### config.mk
export PLATFORM = sky130hd
export DESIGN_NAME = mips_subset_execute_stage_flat
export DESIGN_NICKNAME = d
export VERILOG_FILES = /design/src/hdl/mse_pkg.sv /design/src/hdl/mse_instr_if.sv /design/src/hdl/mse_result_if.sv /design/src/hdl/mips_subset_execute_stage.sv /design/src/hdl/mse_alu.sv /design/src/flat_wrapper.sv
export SDC_FILE = /design/constraint.sdc
export NUM_CORES = 1
export LEC_CHECK = 0
export BUFFER_PORTS_ARGS = -buffer_cell sky130_fd_sc_hd__buf_2
export CAP_MARGIN = 20
export CORE_ASPECT_RATIO = 0.75
export CORE_MARGIN = 2
export CORE_UTILIZATION = 49
export DETAILED_ROUTE_END_ITERATION = 7
export PLACE_DENSITY = 0.68
export SYNTH_ARGS = -nofsm -noshare
export SYNTH_HDL_FRONTEND = slang
export SYNTH_HIERARCHICAL = 1
export SYNTH_SLANG_ARGS = --single-unit
### constraint.sdc
create_clock -name clk -period 17.1 [get_ports clk]
set_input_delay 3.42 -clock clk [delete_from_list [all_inputs] [get_ports clk]]
set_output_delay 3.42 -clock clk [all_outputs]
set_load 0.01 [all_outputs]
### src/hdl/mse_pkg.sv
`timescale 1ns / 1ps

package mse_pkg;

    localparam logic [5:0] OP_RTYPE = 6'h00;
    localparam logic [5:0] OP_J     = 6'h02;
    localparam logic [5:0] OP_JAL   = 6'h03;
    localparam logic [5:0] OP_BEQ   = 6'h04;
    localparam logic [5:0] OP_BNE   = 6'h05;
    localparam logic [5:0] OP_ADDIU = 6'h09;
    localparam logic [5:0] OP_SLTIU = 6'h0b;
    localparam logic [5:0] OP_ANDI  = 6'h0c;
    localparam logic [5:0] OP_ORI   = 6'h0d;
    localparam logic [5:0] OP_LUI   = 6'h0f;
    localparam logic [5:0] OP_LW    = 6'h23;
    localparam logic [5:0] OP_SW    = 6'h2b;

    localparam logic [5:0] FN_SLL  = 6'h00;
    localparam logic [5:0] FN_SRL  = 6'h02;
    localparam logic [5:0] FN_JR   = 6'h08;
    localparam logic [5:0] FN_ADDU = 6'h21;
    localparam logic [5:0] FN_SUBU = 6'h23;
    localparam logic [5:0] FN_AND  = 6'h24;
    localparam logic [5:0] FN_OR   = 6'h25;
    localparam logic [5:0] FN_NOR  = 6'h27;
    localparam logic [5:0] FN_SLTU = 6'h2b;

    typedef enum logic [3:0] {
        ALU_ADD,
        ALU_SUB,
        ALU_AND,
        ALU_OR,
        ALU_NOR,
        ALU_SLTU,
        ALU_SLL,
        ALU_SRL,
        ALU_PASSB,
        ALU_ZERO
    } alu_op_t;

    typedef struct packed {
        logic [5:0]  op;
        logic [5:0]  funct;
        logic [4:0]  shift_amount;
        logic [15:0] immediate;
        logic [31:0] first_operand;
        logic [31:0] second_operand;
        logic [31:0] instr_address;
    } mse_in_t;

    typedef struct packed {
        logic [31:0] alu_result;
        logic        branch_taken;
        logic [31:0] branch_target;
        logic        writes_register;
        logic        reads_memory;
        logic        writes_memory;
        logic [31:0] store_data;
        logic        illegal;
    } mse_out_t;

    typedef struct packed {
        logic writes_register;
        logic reads_memory;
        logic writes_memory;
        logic illegal;
        logic is_branch;
        logic is_beq;
    } ctrl_t;

    typedef struct packed {
        alu_op_t     alu_op;
        ctrl_t       ctrl;
        logic [31:0] a;
        logic [31:0] b;
        logic [4:0]  shamt;
        logic [31:0] pc4;
        logic [31:0] boff;
        logic [31:0] sdata;
    } s1_t;

    typedef struct packed {
        alu_op_t     alu_op;
        ctrl_t       ctrl;
        logic [31:0] b;
        logic [31:0] sum;
        logic [32:0] diff;
        logic [31:0] logic_r;
        logic [31:0] shifted;
        logic        eq;
        logic [31:0] target;
        logic [31:0] sdata;
    } s2_t;

endpackage

### src/hdl/mse_instr_if.sv
`timescale 1ns / 1ps

interface mse_instr_if;
    logic             valid;
    logic             ready;
    mse_pkg::mse_in_t data;

    modport source (output valid, output data, input ready);
    modport sink (input valid, input data, output ready);
endinterface

### src/hdl/mse_result_if.sv
`timescale 1ns / 1ps

interface mse_result_if;
    logic              valid;
    logic              ready;
    mse_pkg::mse_out_t data;

    modport source (output valid, output data, input ready);
    modport sink (input valid, input data, output ready);
endinterface

### src/hdl/mips_subset_execute_stage.sv
`timescale 1ns / 1ps
// Stages in order: decode, ALU, result select; each holds its item in a register.
// Throughput: one item per cycle while results are taken; each stage holds
// one item and takes a new one whenever it is empty or its item moves on, so
// a stalled result keeps the earlier stages filling.
// Reset: rst_n clears all stage valid bits asynchronously; data registers are not reset.

module mips_subset_execute_stage (
    input  logic         clk,
    input  logic         rst_n,
    mse_instr_if.sink    instr,
    mse_result_if.source result
);

    logic v1_reg, v1_next;
    logic v2_reg, v2_next;
    logic v3_reg, v3_next;
    logic rdy1, rdy2, rdy3;

    mse_pkg::s1_t     s1_reg, s1_next;
    mse_pkg::s2_t     s2_reg, s2_next;
    mse_pkg::mse_out_t out_reg, out_next;

    logic [31:0] imm_sext;

    assign rdy3 = !v3_reg || result.ready;
    assign rdy2 = !v2_reg || rdy3;
    assign rdy1 = !v1_reg || rdy2;

    assign instr.ready  = rdy1;
    assign result.valid = v3_reg;
    assign result.data  = out_reg;

    assign v1_next = rdy1 ? instr.valid : v1_reg;
    assign v2_next = rdy2 ? v1_reg : v2_reg;
    assign v3_next = rdy3 ? v2_reg : v3_reg;

    // decode
    always_comb
    begin
        imm_sext = {{16{instr.data.immediate[15]}}, instr.data.immediate};
        s1_next.a     = instr.data.first_operand;
        s1_next.b     = instr.data.second_operand;
        s1_next.shamt = instr.data.shift_amount;
        s1_next.pc4   = instr.data.instr_address + 32'd4;
        s1_next.boff  = {imm_sext[29:0], 2'b00};
        s1_next.sdata = 32'd0;
        s1_next.alu_op = mse_pkg::ALU_ZERO;
        s1_next.ctrl   = '0;
        unique case (instr.data.op)
            mse_pkg::OP_ADDIU:
            begin
                s1_next.alu_op = mse_pkg::ALU_ADD;
                s1_next.b = imm_sext;
                s1_next.ctrl.writes_register = 1'b1;
            end
            mse_pkg::OP_ANDI:
            begin
                s1_next.alu_op = mse_pkg::ALU_AND;
                s1_next.b = {16'd0, instr.data.immediate};
                s1_next.ctrl.writes_register = 1'b1;
            end
            mse_pkg::OP_ORI:
            begin
                s1_next.alu_op = mse_pkg::ALU_OR;
                s1_next.b = {16'd0, instr.data.immediate};
                s1_next.ctrl.writes_register = 1'b1;
            end
            mse_pkg::OP_LUI:
            begin
                s1_next.alu_op = mse_pkg::ALU_PASSB;
                s1_next.b = {instr.data.immediate, 16'd0};
                s1_next.ctrl.writes_register = 1'b1;
            end
            mse_pkg::OP_SLTIU:
            begin
                s1_next.alu_op = mse_pkg::ALU_SLTU;
                s1_next.b = imm_sext;
                s1_next.ctrl.writes_register = 1'b1;
            end
            mse_pkg::OP_LW:
            begin
                s1_next.alu_op = mse_pkg::ALU_ADD;
                s1_next.b = imm_sext;
                s1_next.ctrl.writes_register = 1'b1;
                s1_next.ctrl.reads_memory = 1'b1;
            end
            mse_pkg::OP_SW:
            begin
                s1_next.alu_op = mse_pkg::ALU_ADD;
                s1_next.b = imm_sext;
                s1_next.sdata = instr.data.second_operand;
                s1_next.ctrl.writes_memory = 1'b1;
            end
            mse_pkg::OP_BEQ:
            begin
                s1_next.ctrl.is_branch = 1'b1;
                s1_next.ctrl.is_beq = 1'b1;
            end
            mse_pkg::OP_BNE:
            begin
                s1_next.ctrl.is_branch = 1'b1;
            end
            mse_pkg::OP_J:
            begin
                s1_next.alu_op = mse_pkg::ALU_ZERO;
            end
            mse_pkg::OP_JAL:
            begin
                s1_next.ctrl.writes_register = 1'b1;
            end
            mse_pkg::OP_RTYPE:
            begin
                s1_next.ctrl.writes_register = 1'b1;
                unique case (instr.data.funct)
                    mse_pkg::FN_ADDU: s1_next.alu_op = mse_pkg::ALU_ADD;
                    mse_pkg::FN_SUBU: s1_next.alu_op = mse_pkg::ALU_SUB;
                    mse_pkg::FN_AND:  s1_next.alu_op = mse_pkg::ALU_AND;
                    mse_pkg::FN_OR:   s1_next.alu_op = mse_pkg::ALU_OR;
                    mse_pkg::FN_NOR:  s1_next.alu_op = mse_pkg::ALU_NOR;
                    mse_pkg::FN_SLTU: s1_next.alu_op = mse_pkg::ALU_SLTU;
                    mse_pkg::FN_SLL:  s1_next.alu_op = mse_pkg::ALU_SLL;
                    mse_pkg::FN_SRL:  s1_next.alu_op = mse_pkg::ALU_SRL;
                    mse_pkg::FN_JR:   s1_next.ctrl.writes_register = 1'b0;
                    default:
                    begin
                        s1_next.ctrl.writes_register = 1'b0;
                        s1_next.ctrl.illegal = 1'b1;
                    end
                endcase
            end
            default:
            begin
                s1_next.ctrl.illegal = 1'b1;
            end
        endcase
    end

    mse_alu u_alu (
        .s1 (s1_reg),
        .s2 (s2_next)
    );

    // select result
    always_comb
    begin
        unique case (s2_reg.alu_op)
            mse_pkg::ALU_ADD:   out_next.alu_result = s2_reg.sum;
            mse_pkg::ALU_SUB:   out_next.alu_result = s2_reg.diff[31:0];
            mse_pkg::ALU_AND:   out_next.alu_result = s2_reg.logic_r;
            mse_pkg::ALU_OR:    out_next.alu_result = s2_reg.logic_r;
            mse_pkg::ALU_NOR:   out_next.alu_result = s2_reg.logic_r;
            mse_pkg::ALU_SLTU:  out_next.alu_result = {31'd0, s2_reg.diff[32]};
            mse_pkg::ALU_SLL:   out_next.alu_result = s2_reg.shifted;
            mse_pkg::ALU_SRL:   out_next.alu_result = s2_reg.shifted;
            mse_pkg::ALU_PASSB: out_next.alu_result = s2_reg.b;
            default:            out_next.alu_result = 32'd0;
        endcase
        out_next.branch_taken = s2_reg.ctrl.is_branch
                                && (s2_reg.ctrl.is_beq ? s2_reg.eq : !s2_reg.eq);
        out_next.branch_target   = s2_reg.target;
        out_next.writes_register = s2_reg.ctrl.writes_register;
        out_next.reads_memory    = s2_reg.ctrl.reads_memory;
        out_next.writes_memory   = s2_reg.ctrl.writes_memory;
        out_next.store_data      = s2_reg.sdata;
        out_next.illegal         = s2_reg.ctrl.illegal;
    end

    always_ff @(posedge clk or negedge rst_n)
    begin
        if (!rst_n)
        begin
            v1_reg <= 1'b0;
            v2_reg <= 1'b0;
            v3_reg <= 1'b0;
        end
        else
        begin
            v1_reg <= v1_next;
            v2_reg <= v2_next;
            v3_reg <= v3_next;
        end
    end

    // advance each stage only when it can hand its item on
    always_ff @(posedge clk)
    begin
        if (rdy1)
        begin
            s1_reg <= s1_next;
        end
        if (rdy2)
        begin
            s2_reg <= s2_next;
        end
        if (rdy3)
        begin
            out_reg <= out_next;
        end
    end

`ifndef NO_ASSERTIONS
    a_illegal_quiet: assert property (@(posedge clk) disable iff (!rst_n)
        (result.valid && result.data.illegal) |->
            (result.data.alu_result == 32'd0 && !result.data.branch_taken
             && result.data.branch_target == 32'd0 && !result.data.writes_register
             && !result.data.reads_memory && !result.data.writes_memory
             && result.data.store_data == 32'd0))
        else $error("illegal item has side effects");

    a_branch_quiet: assert property (@(posedge clk) disable iff (!rst_n)
        (result.valid && result.data.branch_taken) |->
            (!result.data.writes_register && result.data.alu_result == 32'd0
             && !result.data.writes_memory && !result.data.reads_memory))
        else $error("taken branch also writes");

    a_load_flags: assert property (@(posedge clk) disable iff (!rst_n)
        (result.valid && result.data.reads_memory) |->
            (result.data.writes_register && !result.data.writes_memory))
        else $error("load flags inconsistent");

    a_store_data: assert property (@(posedge clk) disable iff (!rst_n)
        (result.valid && !result.data.writes_memory) |->
            (result.data.store_data == 32'd0))
        else $error("store data leaks on non-store");

    a_accept_fills: assert property (@(posedge clk) disable iff (!rst_n)
        (instr.valid && instr.ready) |=> v1_reg)
        else $error("accepted item lost in first stage");

    a_stall_hold: assert property (@(posedge clk) disable iff (!rst_n)
        (v3_reg && !result.ready && v2_reg) |=> (v3_reg && v2_reg))
        else $error("stalled pipeline dropped an item");
`endif

endmodule

### src/hdl/mse_alu.sv
`timescale 1ns / 1ps

module mse_alu (
    input  mse_pkg::s1_t s1,
    output mse_pkg::s2_t s2
);

    always_comb
    begin
        s2.alu_op = s1.alu_op;
        s2.ctrl   = s1.ctrl;
        s2.b      = s1.b;
        s2.sdata  = s1.sdata;
        s2.sum    = s1.a + s1.b;
        s2.diff   = {1'b0, s1.a} - {1'b0, s1.b};
        s2.eq     = (s1.a == s1.b);
        s2.target = s1.ctrl.is_branch ? (s1.pc4 + s1.boff) : 32'd0;
        unique case (s1.alu_op)
            mse_pkg::ALU_AND: s2.logic_r = s1.a & s1.b;
            mse_pkg::ALU_OR:  s2.logic_r = s1.a | s1.b;
            default:          s2.logic_r = ~(s1.a | s1.b);
        endcase
        if (s1.alu_op == mse_pkg::ALU_SLL)
        begin
            s2.shifted = s1.b << s1.shamt;
        end
        else
        begin
            s2.shifted = s1.b >> s1.shamt;
        end
    end

endmodule
### src/flat_wrapper.sv
// flat-port wrapper written by rule: the top's interface ports become plain ports
module mips_subset_execute_stage_flat 
  (clk, rst_n, instr_valid, instr_data, instr_ready, result_valid, result_data, result_ready);
  mse_instr_if instr_i ();
  mse_result_if result_i ();
  input  logic clk;
  input  logic rst_n;
  input wire logic [$bits(instr_i.valid)-1:0] instr_valid;
  input wire logic [$bits(instr_i.data)-1:0] instr_data;
  output wire logic [$bits(instr_i.ready)-1:0] instr_ready;
  output wire logic [$bits(result_i.valid)-1:0] result_valid;
  output wire logic [$bits(result_i.data)-1:0] result_data;
  input wire logic [$bits(result_i.ready)-1:0] result_ready;
  assign instr_i.valid = instr_valid;
  assign instr_i.data = instr_data;
  assign instr_ready = instr_i.ready;
  assign result_valid = result_i.valid;
  assign result_data = result_i.data;
  assign result_i.ready = result_ready;
  mips_subset_execute_stage u_core (.clk(clk), .rst_n(rst_n), .instr(instr_i), .result(result_i));
endmodule
==> metrics.yaml <==
result_of_the_run: "finished clean"
timing.setup.critical_path_class: "in -> out"
detailed_placer_s_ending_hpwl_um: 53300
cts_max_level: 2
critPathCaptureType: "output pin"
avgRoutedWirePerCell_um: 22.6
critical_path.cell_chain: "buf_2 -> nand4b_1 -> buf_2"
finalWeightedCongestion: 0.944
psw_mw: 1.04
top_cells_by_area_synth: "edfxtp_1 54%, ha_1 6.2%, mux2i_1 4.5%, nand2_1 2.8%, xnor2_1 2.5%"
avg_synthesized_cell_area_sq_um: 11.6
timing.critical_path.required_ps: 13680
rrSetupSlack_ps: 12740
ys_ff_latch: 499
min_to: "u_core/out_next[33]"
clock_latency_of_the_later_clocked_register_in_the_worst_skew_pair_ps: 620
critical_path.slowest_cell: "nand4b_1"
min_period_ps: 7540
largest_register_ff_count: 168
postCtsSetupRepairBufs: 0
finClkSkew_ps: 34.3
drv.max_cap_violation_count: 0
synth_adder_area_share: 0.0639
achievable-frequency_mhz: 133
critical_path_cell_count: 3
part_of_the_power_in_the_clock_network: 0.314
largest_net_degree_at_the_start_of_global_routing: 166
root_buffer: "clkbuf_16"
report.final.slew_viol_count: 0
regToRegStartpoint: "u_core/s1_reg[104]"
yosysWarningCount: 6
main_combinational_cell_family_by_area_after_synthesis: "compound AO/OA/AOI/OAI gates"
drt_iter0_drc: 2247
yosys.area.top_type: "edfxtp_1"
die-width_um: 278
unrepaired_setup_endpoints_after_global_routing: "false"
final_net_count: 2773
report.final.setup_viol: 0
area.growth.synth_to_final_pct: 10.9
io_pins: 236
design_power_total_mw: 3.52
final_layout_size_suffix_gt1_frac: 0.164
post-synth-top-count-cell: "edfxtp_1"
vdd.ir_drop.worst_uv: 71.2
combinationalPowerShare: 0.213
critical_path_peak_fanout: 3
pwr-share-seq: 0.473
cp-start-kind: "input port"
core_sq_um: 55700
r2r_cells: 11
hold-path-cell-count: 0
grt_overflow_total: 0
wirelength_um: 74000
pre_antenna_drt_iters: 6
power-per-cell-area_nw_per_um2: 115
die_area_sq_um: 58200
static_leak_nw: 12.5
numCtsBuffers: 50
grt_pass1_wl_um: 111000
cp_common_cell: "buf_2"
timing_hold_violations_final: 0
cts-resized-gates: 0
worst_setup_hold_path_clk_slew_ps: 60
internal_portion_of_total_power_mw: 2.48
netSwitchingFraction: 0.296
drtAntennaViolNets: 0
synth_simple_gate_area_frac: 0.106
dominantRegCellSynth: "edfxtp_1"
yosysUniqueCellTypes: 90
final.hold.worst_slack_ps: 413
finalSetupTns_ps: 0
crit_path_start: "result_ready"
grt_antenna_before_repair: 6
slew_headroom: 0.299
synth.yosys.seq_area_share: 0.543
cts_hold_buf: 0
syn_inst: 2383
crit_path_max_incr_delay_ps: 320
cp_top_family: "buffers and inverters"
synth_common_cells: "496 x edfxtp_1, 203 x nand2_1, 151 x nor2_1"
post_synth_xor_area_fraction: 0.0356
die_height_um: 209
vias_in_the_first_global_route: 18200
muxShareOfSynthArea: 0.0687
cp_num_buf_inv: 2
floorplan.initialDensity: 0.495
hold_path.class: "reg -> reg"
synth_top_cell_area_share: 0.540
mappedNetlistArea_sq_um: 27600
num_vias: 19300
hold_path_startpoint: "u_core/s1_reg[168]"
clock_tree_from_tritoncts: "yes"
rows: 75
tightestPinTransition_ps: 1040
synth-async-reset-ratio: 0.00601
tritoncts_num_sinks: 499
critical_path.reg2reg.endpoint: "u_core/s2_reg[160]"
clock_path_buffers: 3
synth_compound_gate_area_share: 0.126
synth_enable_flop_cells: 496
finalCritPeriodShare: 0.441
arrival_ps: 4120
input_output_buffers: 235
number_of_remaining_drc_errors: 0
post_drt_via_cell_ratio: 5.89
groute.usage.overall: 0.251
==> metal layers <==
layer / routed length, um / track usage / part of all wire / up-vias
met1: 34100 / 0.381 / 0.46 / 9540
li1: - / - / - / 8898
met3: 5660 / 0.0328 / 0.077 / 106
met4: 1440 / 0.0652 / 0.019 / 0
met2: 32800 / 0.383 / 0.44 / 795
met5: 0 / 0 / 0 / -
==> placed cells by master (no fill, tap or decap), drive strengths merged, types with 32 or more instances in the layout <==
| master | netlist | final |
|---|---|---|
| xnor2 | 80 | 80 |
| ha | 136 | 136 |
| a22oi | 65 | 65 |
| mux2i | 124 | 124 |
| and2 | 42 | 42 |
| buf | 122 | 259 |
| edfxtp | 496 | 496 |
| inv | 131 | 133 |
| xor2 | 32 | 32 |
| nor2 | 152 | 152 |
| nand3 | 57 | 57 |
| a21oi | 136 | 136 |
| o21ai | 163 | 163 |
| clkbuf | 73 | 55 |
| nand2 | 203 | 203 |
==> how the worst max path moves through the flow <==
| stage | to |
|---|---|
| 2_1_floorplan | instr_ready |
| 3_3_place_gp | instr_ready |
| 3_5_place_dp | instr_ready |
| 4_1_cts | instr_ready |
| 5_1_grt | instr_ready |
| 6_report | instr_ready |
==> kinds of logic after synthesis <==
group / after synthesis
compound gates: 540
xor+xnor: 112
fa+ha+maj: 139
buf+inv: 327
flops: 499
mux: 160
other cells: 1
simple gates: 605
==> worst reg2reg max path: stages, from the launching register on <==
cell	delay [ps]
edfxtp_1	600
inv_1	230
ha_1	400
nor2_1	470
o211ai_1	280
a211oi_2	470
nor4_4	90
o21ai_2	410
a211oi_4	180
a2111oi_1	660
or4_1	210
nand3_1	70
==> power by group through the flow <==
stage	Clock, mW	Sequential (mW)	Combinational (mW)
2_1_floorplan	0	1.69	0.514
3_3_place_gp	0	1.68	0.718
3_5_place_dp	0	1.69	0.730
4_1_cts	1.13	1.67	0.734
5_1_grt	1.18	1.68	0.813
6_report	1.11	1.66	0.749
==> area by class of cell <==
type	instances	area, sq um
Fill cell	4747	25200
Sequential cell	499	15000
Multi-Input combinational cell	1559	11100
Timing Repair Buffer	259	1410
Clock buffer	55	1270
Tap cell	731	915
Inverter	132	495
Clock inverter	39	398
Antenna cell	7	17.5
==> per-stage QoR <==
stage / utilization / worst slack (ps) / instances / area [sq um]
2_1_floorplan: - / 5750 / 2385 / 27600
3_3_place_gp: 0.518 / 9620 / 3178 / 28900
3_5_place_dp: 0.518 / 9550 / 3178 / 28900
4_1_cts: 0.547 / 9540 / 3272 / 30500
5_1_grt: 0.548 / 9520 / 3279 / 30600
6_report: 0.549 / 9560 / 3281 / 30600
(Power assumes the default switching activity.)
